### src/rtl/cq_pkg.sv
// shared constants and types for the circular queue with dump
package cq_pkg;

    // field widths
    localparam int DATA_W   = 32;
    localparam int FUNC_W   = 2;
    localparam int STATUS_W = 2;
    localparam int QSIZE_W  = 5;

    // default storage depth and queue_size after reset
    localparam int DEPTH_DEF = 16;
    localparam logic [QSIZE_W-1:0] QSIZE_RST = 5'd16;

    // operation codes
    localparam logic [FUNC_W-1:0] FN_INSERT = 2'd0;
    localparam logic [FUNC_W-1:0] FN_REMOVE = 2'd1;
    localparam logic [FUNC_W-1:0] FN_DUMP   = 2'd2;

    // result status codes
    localparam logic [STATUS_W-1:0] STAT_OK        = 2'd0;
    localparam logic [STATUS_W-1:0] STAT_OVERFLOW  = 2'd1;
    localparam logic [STATUS_W-1:0] STAT_UNDERFLOW = 2'd2;

    // controller states
    typedef enum logic {
        ST_IDLE,
        ST_RUN
    } state_t;

endpackage

### src/rtl/circular_queue_with_dump.sv
// top level of the circular queue with dump
//
// Circular queue of signed 32-bit words kept in a one-port-read ram.
// Input channel (in_valid/in_ready) carries func and value: insert, remove
// oldest, or dump every stored word oldest first. Output channel
// (out_valid/out_ready) returns status, data and last per result word;
// last marks the final word caused by one input word.
// The cfg_we/cfg_wdata port writes queue_size (clamped to 1..DEPTH) and
// empties the queue; write it only while the block is idle.
// Insert and every error load the output register directly on acceptance; a
// remove or dump word passes through the ram's read register and then the
// output register, and a dump then gives one word per cycle while the
// receiver does not stall. Inserts and errors are accepted every cycle while
// the output register is free; a remove or dump holds in_ready low until its
// final word enters the output register.
// Reset empties the queue and sets queue_size to 16 (DEPTH if smaller); the ram is not cleared.
// When the receiver stalls, the output register holds its word, the dump
// sequencer pauses and in_ready stays low until the register frees up.
module circular_queue_with_dump #(
    parameter int DEPTH = cq_pkg::DEPTH_DEF
) (
    input  logic                             clk,
    input  logic                             rst_n,
    input  logic                             in_valid,
    output logic                             in_ready,
    input  logic [cq_pkg::FUNC_W-1:0]        func,
    input  logic signed [cq_pkg::DATA_W-1:0] value,
    output logic                             out_valid,
    input  logic                             out_ready,
    output logic [cq_pkg::STATUS_W-1:0]      status,
    output logic signed [cq_pkg::DATA_W-1:0] data,
    output logic                             last,
    input  logic                             cfg_we,
    input  logic [cq_pkg::QSIZE_W-1:0]       cfg_wdata
);

    localparam int PW = $clog2(DEPTH);

    logic                      ram_we;
    logic [PW-1:0]             ram_waddr;
    logic [cq_pkg::DATA_W-1:0] ram_wdata;
    logic                      ram_re;
    logic [PW-1:0]             ram_raddr;
    logic [cq_pkg::DATA_W-1:0] ram_rdata;

    // controller
    cq_ctrl #(
        .DEPTH (DEPTH)
    ) u_ctrl (
        .clk       (clk),
        .rst_n     (rst_n),
        .in_valid  (in_valid),
        .in_ready  (in_ready),
        .func      (func),
        .value     (value),
        .out_valid (out_valid),
        .out_ready (out_ready),
        .status    (status),
        .data      (data),
        .last      (last),
        .cfg_we    (cfg_we),
        .cfg_wdata (cfg_wdata),
        .ram_we    (ram_we),
        .ram_waddr (ram_waddr),
        .ram_wdata (ram_wdata),
        .ram_re    (ram_re),
        .ram_raddr (ram_raddr),
        .ram_rdata (ram_rdata)
    );

    // entry storage
    cq_ram #(
        .WIDTH (cq_pkg::DATA_W),
        .DEPTH (DEPTH)
    ) u_ram (
        .clk     (clk),
        .wr_en   (ram_we),
        .wr_addr (ram_waddr),
        .wr_data (ram_wdata),
        .rd_en   (ram_re),
        .rd_addr (ram_raddr),
        .rd_data (ram_rdata)
    );

endmodule

### src/rtl/cq_ram.sv
// generic single-write, single-read ram with registered read data
module cq_ram #(
    parameter int WIDTH = 32,
    parameter int DEPTH = 16
) (
    input  logic                     clk,
    input  logic                     wr_en,
    input  logic [$clog2(DEPTH)-1:0] wr_addr,
    input  logic [WIDTH-1:0]         wr_data,
    input  logic                     rd_en,
    input  logic [$clog2(DEPTH)-1:0] rd_addr,
    output logic [WIDTH-1:0]         rd_data
);

    logic [WIDTH-1:0] mem_reg [DEPTH];
    logic [WIDTH-1:0] rd_data_reg;

    // write port
    always_ff @(posedge clk)
    begin
        if (wr_en)
        begin
            mem_reg[wr_addr] <= wr_data;
        end
    end

    // read port, data held while rd_en is low
    always_ff @(posedge clk)
    begin
        if (rd_en)
        begin
            rd_data_reg <= mem_reg[rd_addr];
        end
    end

    assign rd_data = rd_data_reg;

endmodule

### src/rtl/cq_ctrl.sv
// queue controller: pointers, fill count, dump sequencer and output register
module cq_ctrl #(
    parameter int DEPTH = cq_pkg::DEPTH_DEF
) (
    input  logic                          clk,
    input  logic                          rst_n,
    // input channel
    input  logic                          in_valid,
    output logic                          in_ready,
    input  logic [cq_pkg::FUNC_W-1:0]     func,
    input  logic signed [cq_pkg::DATA_W-1:0] value,
    // output channel
    output logic                          out_valid,
    input  logic                          out_ready,
    output logic [cq_pkg::STATUS_W-1:0]   status,
    output logic signed [cq_pkg::DATA_W-1:0] data,
    output logic                          last,
    // configuration
    input  logic                          cfg_we,
    input  logic [cq_pkg::QSIZE_W-1:0]    cfg_wdata,
    // ram side
    output logic                          ram_we,
    output logic [$clog2(DEPTH)-1:0]      ram_waddr,
    output logic [cq_pkg::DATA_W-1:0]     ram_wdata,
    output logic                          ram_re,
    output logic [$clog2(DEPTH)-1:0]      ram_raddr,
    input  logic [cq_pkg::DATA_W-1:0]     ram_rdata
);

    localparam int PW = $clog2(DEPTH);
    localparam int CW = PW + 1;
    localparam int MW = (CW > cq_pkg::QSIZE_W) ? CW : cq_pkg::QSIZE_W;
    localparam int CAP_RST_I = (int'(cq_pkg::QSIZE_RST) > DEPTH) ? DEPTH
                                                                 : int'(cq_pkg::QSIZE_RST);
    localparam logic [CW-1:0] CAP_RST = CW'(CAP_RST_I);

    cq_pkg::state_t state_reg, state_next;

    logic [PW-1:0] head_reg, head_next;
    logic [PW-1:0] tail_reg, tail_next;
    logic [PW-1:0] ptr_reg, ptr_next;
    logic [CW-1:0] fill_reg, fill_next;
    logic [CW-1:0] cap_reg, cap_next;
    logic [CW-1:0] rem_reg, rem_next;

    logic                            out_valid_reg, out_valid_next;
    logic [cq_pkg::STATUS_W-1:0]     out_status_reg, out_status_next;
    logic [cq_pkg::DATA_W-1:0]       out_data_reg, out_data_next;
    logic                            out_last_reg, out_last_next;

    logic out_free;
    logic accept;
    logic is_full;
    logic is_empty;

    // pointer step with wrap at the capacity in use
    function automatic logic [PW-1:0] advance(input logic [PW-1:0] p,
                                              input logic [CW-1:0] cap);
        logic [CW-1:0] n;
        n = {1'b0, p} + CW'(1);
        return (n >= cap) ? '0 : n[PW-1:0];
    endfunction

    // queue_size clamped to 1..DEPTH
    function automatic logic [CW-1:0] clamp_cap(input logic [cq_pkg::QSIZE_W-1:0] qs);
        logic [MW-1:0] qx;
        qx = MW'(qs);
        if (qx == '0)
            return CW'(1);
        else if (qx > MW'(DEPTH))
            return CW'(DEPTH);
        else
            return qx[CW-1:0];
    endfunction

    // handshake and status terms
    assign out_free = !out_valid_reg || out_ready;
    assign in_ready = (state_reg == cq_pkg::ST_IDLE) && out_free;
    assign accept   = in_valid && in_ready;
    assign is_full  = fill_reg >= cap_reg;
    assign is_empty = fill_reg == '0;

    // next state
    always_comb
    begin
        state_next = state_reg;
        unique case (state_reg)
            cq_pkg::ST_IDLE:
            begin
                if (accept && !is_empty &&
                    (func == cq_pkg::FN_REMOVE || func == cq_pkg::FN_DUMP))
                begin
                    state_next = cq_pkg::ST_RUN;
                end
            end
            cq_pkg::ST_RUN:
            begin
                if (out_free && rem_reg == CW'(1))
                begin
                    state_next = cq_pkg::ST_IDLE;
                end
            end
            default:
            begin
                state_next = cq_pkg::ST_IDLE;
            end
        endcase
    end

    // datapath, ram control and output register load
    always_comb
    begin
        head_next       = head_reg;
        tail_next       = tail_reg;
        ptr_next        = ptr_reg;
        fill_next       = fill_reg;
        cap_next        = cap_reg;
        rem_next        = rem_reg;
        out_valid_next  = out_valid_reg && !out_ready;
        out_status_next = out_status_reg;
        out_data_next   = out_data_reg;
        out_last_next   = out_last_reg;
        ram_we          = 1'b0;
        ram_waddr       = tail_reg;
        ram_wdata       = value;
        ram_re          = 1'b0;
        ram_raddr       = ptr_reg;

        if (cfg_we)
        begin
            cap_next  = clamp_cap(cfg_wdata);
            head_next = '0;
            tail_next = '0;
            fill_next = '0;
        end
        else
        begin
            unique case (state_reg)
                cq_pkg::ST_IDLE:
                begin
                    if (accept)
                    begin
                        unique case (func)
                            cq_pkg::FN_INSERT:
                            begin
                                out_valid_next = 1'b1;
                                out_data_next  = '0;
                                out_last_next  = 1'b1;
                                if (is_full)
                                begin
                                    out_status_next = cq_pkg::STAT_OVERFLOW;
                                end
                                else
                                begin
                                    out_status_next = cq_pkg::STAT_OK;
                                    ram_we          = 1'b1;
                                    tail_next       = advance(tail_reg, cap_reg);
                                    fill_next       = fill_reg + CW'(1);
                                end
                            end
                            cq_pkg::FN_REMOVE:
                            begin
                                if (is_empty)
                                begin
                                    out_valid_next  = 1'b1;
                                    out_status_next = cq_pkg::STAT_UNDERFLOW;
                                    out_data_next   = '0;
                                    out_last_next   = 1'b1;
                                end
                                else
                                begin
                                    ram_re    = 1'b1;
                                    ram_raddr = head_reg;
                                    head_next = advance(head_reg, cap_reg);
                                    fill_next = fill_reg - CW'(1);
                                    rem_next  = CW'(1);
                                end
                            end
                            cq_pkg::FN_DUMP:
                            begin
                                if (is_empty)
                                begin
                                    out_valid_next  = 1'b1;
                                    out_status_next = cq_pkg::STAT_UNDERFLOW;
                                    out_data_next   = '0;
                                    out_last_next   = 1'b1;
                                end
                                else
                                begin
                                    ram_re    = 1'b1;
                                    ram_raddr = head_reg;
                                    ptr_next  = advance(head_reg, cap_reg);
                                    rem_next  = fill_reg;
                                end
                            end
                            default:
                            begin
                                // unused code: word dropped, no result
                            end
                        endcase
                    end
                end
                cq_pkg::ST_RUN:
                begin
                    // hand the read word to the output register, fetch the next one if any remain
                    if (out_free)
                    begin
                        out_valid_next  = 1'b1;
                        out_status_next = cq_pkg::STAT_OK;
                        out_data_next   = ram_rdata;
                        out_last_next   = rem_reg == CW'(1);
                        rem_next        = rem_reg - CW'(1);
                        if (rem_reg != CW'(1))
                        begin
                            ram_re    = 1'b1;
                            ram_raddr = ptr_reg;
                            ptr_next  = advance(ptr_reg, cap_reg);
                        end
                    end
                end
                default:
                begin
                end
            endcase
        end
    end

    // control registers
    always_ff @(posedge clk or negedge rst_n)
    begin
        if (!rst_n)
        begin
            state_reg     <= cq_pkg::ST_IDLE;
            head_reg      <= '0;
            tail_reg      <= '0;
            fill_reg      <= '0;
            cap_reg       <= CAP_RST;
            rem_reg       <= '0;
            out_valid_reg <= 1'b0;
        end
        else
        begin
            state_reg     <= state_next;
            head_reg      <= head_next;
            tail_reg      <= tail_next;
            fill_reg      <= fill_next;
            cap_reg       <= cap_next;
            rem_reg       <= rem_next;
            out_valid_reg <= out_valid_next;
        end
    end

    // payload registers
    always_ff @(posedge clk)
    begin
        ptr_reg        <= ptr_next;
        out_status_reg <= out_status_next;
        out_data_reg   <= out_data_next;
        out_last_reg   <= out_last_next;
    end

    assign out_valid = out_valid_reg;
    assign status    = out_status_reg;
    assign data      = out_data_reg;
    assign last      = out_last_reg;

    // checks
    a_fill_le_cap: assert property (@(posedge clk) disable iff (!rst_n)
        fill_reg <= cap_reg)
        else $error("fill count above capacity");

    a_ptr_range: assert property (@(posedge clk) disable iff (!rst_n)
        ({1'b0, head_reg} < cap_reg) && ({1'b0, tail_reg} < cap_reg))
        else $error("pointer outside capacity");

    a_insert_count: assert property (@(posedge clk) disable iff (!rst_n)
        (accept && func == cq_pkg::FN_INSERT && !is_full && !cfg_we)
        |=> fill_reg == $past(fill_reg) + CW'(1))
        else $error("insert did not grow fill count");

    a_run_rem: assert property (@(posedge clk) disable iff (!rst_n)
        (state_reg == cq_pkg::ST_RUN) |-> (rem_reg != '0))
        else $error("run state with nothing left to send");

    a_last_idle: assert property (@(posedge clk) disable iff (!rst_n)
        (state_reg == cq_pkg::ST_RUN && out_free && rem_reg == CW'(1))
        |=> (state_reg == cq_pkg::ST_IDLE && out_valid_reg && out_last_reg))
        else $error("final word not marked last or sequencer did not stop");

endmodule
### config.mk
export PLATFORM = sky130hd
export DESIGN_NAME = circular_queue_with_dump
export DESIGN_NICKNAME = d
export VERILOG_FILES = /design/src/rtl/cq_pkg.sv /design/src/rtl/circular_queue_with_dump.sv /design/src/rtl/cq_ram.sv /design/src/rtl/cq_ctrl.sv
export SDC_FILE = /design/constraint.sdc
export NUM_CORES = 1
export LEC_CHECK = 0
export ABC_AREA = 1
export BUFFER_PORTS_ARGS = -buffer_cell sky130_fd_sc_hd__buf_4
export CAP_MARGIN = 30
export CORE_MARGIN = 2
export CORE_UTILIZATION = 25
export CTS_CLUSTER_DIAMETER = 120
export DETAILED_ROUTE_END_ITERATION = 10
export PLACE_DENSITY = 0.4
export SYNTH_ARGS = -nofsm -noshare
export SYNTH_HDL_FRONTEND = slang
export SYNTH_SLANG_ARGS = --single-unit
### constraint.sdc
create_clock -name clk -period 12.1 [get_ports clk]
set_input_delay 1.21 -clock clk [delete_from_list [all_inputs] [get_ports clk]]
set_output_delay 1.21 -clock clk [all_outputs]
set_load 0.02 [all_outputs]
; ---- Word level (Yosys, flattened, before mapping)
; Memories as Yosys holds them, arrays and structs flattened. A register that Yosys moved wholly into a read port is not among the register bits.
; Index checks and enable logic that the tools add are counted.
; Widths: inputs -> output; s select.
[totals]
memories = 1
out_inout_bits = 37
ff_bits = 64
elab_cells = 145
in_bits = 44
ramBits = 512
[mem_list]
columns = name, words, word_bits, read_ports, rd_ports_with_merged_regs, wr, line_no
row1 = u_ram.mem_reg, 16, 32, 1, 1, 1, cq_ram.sv:15  ; logic [WIDTH-1:0] mem_reg [DEPTH];
[classes]
magnitude_cmp = 5
muxes = 76
add_sub_neg = 6
eq_ne = 19
n_bitwise = 2
n_reduce_logical = 25
[ops]
columns = operator, n
row1 = $pmux 32 s2, 2
row2 = $mux 32, 3
row3 = $mux 4, 21
row4 = $mux 5, 11
row5 = $pmux 5 s2, 3
row6 = $mux 1, 23
row7 = $ge 5x5->1, 4
row8 = $ne 3x3->1 const B, 6
row9 = $pmux 4 s2, 2
row10 = $add 4x1->5 const B, 3
row11 = $ne 2x2->1 const B, 7
row12 = $pmux 1 s2, 6
row13 = $reduce_and 6->1, 2
row14 = $logic_not 5->1, 2
row15 = $reduce_and 5->1, 2
row16 = $sub 5x1->5 const B, 2
row17 = $pmux 2 s2, 2
row18 = $reduce_and 4->1, 2
row19 = $logic_and 1x1->1, 6
row20 = $mux 2, 3
row21 = $reduce_bool 2->1, 3
row22 = $add 5x1->5 const B, 1
row23 = $eq 5x1->1 const B, 1
row24 = $gt 5x5->1 const B, 1
row25 = 11 further kinds, 15

; ---- Longest topological paths before layout
[depth]
depth_word = 9
mapped_depth = 15
depth_no_buf = 14

; ---- Cells and area by module
; From an unflattened synthesis, not the netlist that was laid out.
[unflattened]
cells_unflattened = 2599
area_unflattened_um2 = 27103.5
[modules_own_cells]
columns = mod, n_inst, area_per_inst_um2, seq_area_each_um2, cells_per_inst
row1 = cq_ram, 1, 23065.9, 16335.7, 2122
row2 = cq_ctrl, 1, 4037.6, 1798.0, 477

; ---- Least setup slack after synthesis
; Ideal clock, no wire load.
[synth_path]
kind = input to register
startpoint = in func[0] (netlist name)
endpoint = reg u_ctrl.out_data_reg (netlist bit u_ctrl.data[0]), enable pin
required_ns = 11.615
path_buffers = 0
path_stages = 5
t_arrival_ns = 4.398
setup_time_ns = 0.485
setup_slack_ns = 7.217
path_cell_list = inv_1 > ha_1 > inv_1 > nor2_2 > a221oi_1
[synth_between]
elab_chain_cells = 4
word_cells_on_any_way = 7
cone_classes = 4 x eq/ne / 3 x reduce/logical
[synth_rtl]
columns = item, line_no
row1 = start: declaration, circular_queue_with_dump.sv:26  ; input logic [cq_pkg::FUNC_W-1:0] func,
row2 = $eq 2x2->1 or $eq 2x1->1 (tied branches), cq_ctrl.sv:143  ; unique case (func)
row3 = $reduce_or 2->1 (no source line), -
row4 = $ne 3x2->1 (no source line) or $ne 3x3->1 (tied branches), -
row5 = $reduce_and 5->1 (no source line) *, -
row6 = end signal: assignment, cq_ctrl.sv:258  ; out_data_reg <= out_data_next;
row7 = end: declaration, cq_ctrl.sv:48  ; logic [cq_pkg::DATA_W-1:0] out_data_reg, out_data_next;
; Mark *: on every way between the ends. The rest lies on a longest branch, timed or not.
; A chain may end at the register's enable or synchronous reset.

; ---- Final worst setup path
[layout_path]
startpoint = in cfg_we
endpoint = reg u_ram.rd_data_reg[10] (netlist: u_ram.rd_data[10]) (read register of u_ram.mem_reg), data pin
[layout_between]
elab_chain_cells = 1
word_cells_on_any_way = 2
cone_classes = 2 x mux
[layout_rtl]
columns = item, line_no
row1 = start: declaration, circular_queue_with_dump.sv:33  ; input logic cfg_we,
row2 = $mux 4 or $mux 1 (tied branches), cq_ctrl.sv:129  ; if (cfg_we)
row3 = end: declaration, cq_ram.sv:16  ; logic [WIDTH-1:0] rd_data_reg;
; Parallel ways exist; a longest one is shown, timed or not.

==> results.sh <==
export IMPL_die_h_um=332.5
export IMPL_power_density_nw_per_um2=169.6
export IMPL_syn_avg_cell_area_um2=10.56
export IMPL_pwr_share_seq_pct=45.6
export IMPL_routedWlPerCell_um=19.33
export IMPL_setup_viol=0
export IMPL_die_area_um2=110500
export IMPL_power_switching_mw=1.494
export IMPL_coreArea_um2=107100
export IMPL_ant_nets=0
export IMPL_hp_class="reg2reg"
export IMPL_status="complete, no violations"
export IMPL_min_period_ps=4369
export IMPL_rows=120
export IMPL_p_int_mw=3.852
export IMPL_fin_crit_sh_pct=36.11
export IMPL_clk_pin_slew_ps=60
export IMPL_slew_violations=0
export IMPL_swShare_pct=27.95
export IMPL_grt_usage_pct=14.22
export IMPL_drt_iter0_drc=1179
export IMPL_instances_no_fill=4088
export IMPL_htreeDepth=3
export IMPL_cp_start_kind="input pin"
export IMPL_max_freq_mhz=228.9
export IMPL_numCtsBuffers=73
export IMPL_p_clk_share_pct=39.3
export IMPL_antenna_found_initial=1
export IMPL_syn_to_final_growth_pct=16.88
export IMPL_hold_violations=0
export IMPL_clk_latency_ps=620
export IMPL_p_total_mw=5.347
export IMPL_place_area_um2=29240
export IMPL_ctsResizeCount=0
export IMPL_crit_fanout=38
export IMPL_critPathKind="in2reg"
export IMPL_yosys_area_top_type="edfxtp_1"
export IMPL_reg2reg_setup_slack_ps=8030
export IMPL_ir_drop_mv=0.09485
export IMPL_pwr_share_comb_pct=15.1
export IMPL_cts_hold_fix_buffers=0
export IMPL_vias=17600
export IMPL_grt_use_met3_pct=2.227
export IMPL_setup_tns_ps=0
export IMPL_fin_nets=2709
export IMPL_rr_worst_depth=12
export IMPL_vias_per_cell=4.305
export IMPL_first_global_vias=17660
export IMPL_grt_pass1_wl_mm=116.7
export IMPL_maxCapViolCount=0
export IMPL_cts_sinks=608
export IMPL_drt_pre_antenna_iters=5
export IMPL_grt_busiest_layer="met2"
export IMPL_placedCellCount=3956
export IMPL_initial_core_util_pct=25.20
export IMPL_portBuffers=80
export IMPL_grt_start_max_net_pins=139
export IMPL_synth_area_leaders="edfxtp_1, nand3_1, nand2_1"
export IMPL_r2r_end="u_ram.rd_data[10]"
export IMPL_worstPathRequired_ps=12470
export IMPL_rsz0062_at_grt="false"
export IMPL_grt_ovfl_total=0
export IMPL_syn_area_um2=26980
export IMPL_synth_seq_cells=608
export IMPL_ctsLongestPathBuffers=3
export IMPL_layout_drive_gt1_share_pct=9.870
export IMPL_io_pins=81
export IMPL_fin_skew_ps=16.05
export IMPL_yosysSeqAreaShare_pct=67.22
export IMPL_post_dp_hpwl_mm=37.89
export IMPL_die_w_um=332.5
export IMPL_hold_start="u_ram.rd_data[2]"
export IMPL_p_leak_nw=13.22
export IMPL_place_gp_congestion=0.7257
export IMPL_cts_root_buf="clkbuf_16"
export IMPL_cts_tree="done"
export IMPL_synth_top_area_share_pct=64.90
export IMPL_whs_endpoint="u_ctrl.data[2]"
export IMPL_met2_usage_pct=24.74
export IMPL_synth_cells=2555
export IMPL_min_path_cells=2
export IMPL_ys_types=43
export IMPL_maxSlewHeadroom_pct=30.69
export IMPL_antenna_cells=0
export IMPL_wirelength_mm=79.03
export IMPL_worstMarginPinSlew_ps=1040
export IMPL_postCtsSetupRepairBufs=0
export IMPL_endpoint_kind="flop"
export IMPL_largest_register_ffs=512
export IMPL_route_detailed_drc=0
export IMPL_fillers=11030
export IMPL_cp_arrival_ps=4740
export IMPL_rr_startpoint="u_ctrl.state_reg"
export IMPL_final_cell_area_um2=31530
export IMPL_synth_nets=2635
export IMPL_yosysWarnings=0
export IMPL_use_met1_pct=18.27
==> cell type report <==
type	instances	area, um2	share of cell area, %
Clock inverter	48	396.6	1.258
Tap cell	1403	1755	5.568
Clock buffer	83	1864	5.913
Inverter	564	2117	6.715
Sequential cell	608	18130	57.52
Timing Repair Buffer	115	923.4	2.929
Multi-Input combinational cell	1267	6337	20.10
==> how the worst max path moves through the flow <==
stage                 start           endpoint  cells after the start
finish               cfg_we  u_ram.rd_data[10]                     11
global route        func[1]  u_ram.rd_data[28]                     16
CTS                 func[1]  u_ram.rd_data[20]                     15
detailed placement  func[1]  u_ram.rd_data[20]                     15
global placement    func[0]  u_ram.rd_data[26]                     15
floorplan           func[0]     u_ctrl.data[0]                      5
==> power by group through the flow <==
| stage | clock, mW | sequential, mW | combinational, mW |
|---|---|---|---|
| floorplan | 0 | 2.50 | 0.483 |
| global placement | 0 | 2.48 | 0.812 |
| detailed placement | 0 | 2.48 | 0.827 |
| CTS | 2.17 | 2.44 | 0.831 |
| global route | 2.24 | 2.44 | 0.913 |
| finish | 2.10 | 2.44 | 0.809 |
==> layout by cell type, fill, tap and decap left out, types with 10 or more instances in the layout <==
master / Yosys / routed
inv_1: 560 / 559
clkbuf_1: 20 / 10
nor2_1: 31 / 16
o21ai_0: 22 / 22
clkinv_1: 0 / 16
nand3_1: 504 / 504
nor2_4: 2 / 17
nand3b_1: 32 / 32
ha_1: 35 / 35
dfrtp_1: 24 / 23
edfxtp_1: 583 / 583
nand2_1: 563 / 562
clkbuf_16: 0 / 73
a21oi_1: 18 / 18
buf_4: 17 / 112
clkinv_2: 0 / 20
==> layer usage <==
layer | vias to the layer above | routed length [um]
met3 | 128 | 2902
met5 | - | 0
li1 | 8483 | -
met4 | 0 | 1964
met1 | 8657 | 35750
met2 | 331 | 38410
==> kinds of logic (layout without fill, tap and decap cells) <==
kind of cell	Yosys count	after routing	synth area share (%)
compound gates	67	67	1.447
buf+inv	680	810	10.08
fa+ha+maj	36	36	1.698
simple gates	1154	1154	19.23
flops	608	608	67.22
xor+xnor	10	10	0.3247
==> worst max-delay path, stage by stage <==
cell	delay, ps
buf_4	180
inv_2	300
nand4_2	530
nand2_1	280
o21ai_4	70
buf_4	330
inv_2	650
buf_4	670
nand3_1	190
nand3_1	120
nand2_1	80
==> stage by stage <==
step | setup slack [ps] | hold WS, ps | utilization [%]
floorplan | 7217 | 481.4 | -
global placement | 6857 | 498.0 | 27.26
detailed placement | 6820 | 495.3 | 27.31
CTS | 7471 | 487.5 | 29.43
global route | 7472 | 505.4 | 29.45
finish | 7731 | 502.5 | 29.45
==> cells in the mapped netlist (all sizes together) <==
| cell | number |
|---|---|
| nand3b | 32 |
| o211ai | 1 |
| o21ai | 27 |
| o31ai | 1 |
| edfxtp | 583 |
| nand4 | 6 |
| o21bai | 2 |
| o22ai | 8 |
| o221ai | 1 |
| a21oi | 18 |
| nor3b | 1 |
| a221oi | 1 |
| a21boi | 1 |
| fa | 1 |
| buf | 96 |
| nand2 | 568 |
| xnor2 | 4 |
| nor3 | 6 |
| o221a | 2 |
| clkbuf | 20 |
| dfstp | 1 |
| xor2 | 6 |
| o21a | 2 |
| nor2 | 34 |
| inv | 564 |
| dfrtp | 24 |
| ha | 35 |
| a31oi | 3 |
| nand3 | 507 |
Note: power is estimated with default switching activity, not from simulation.
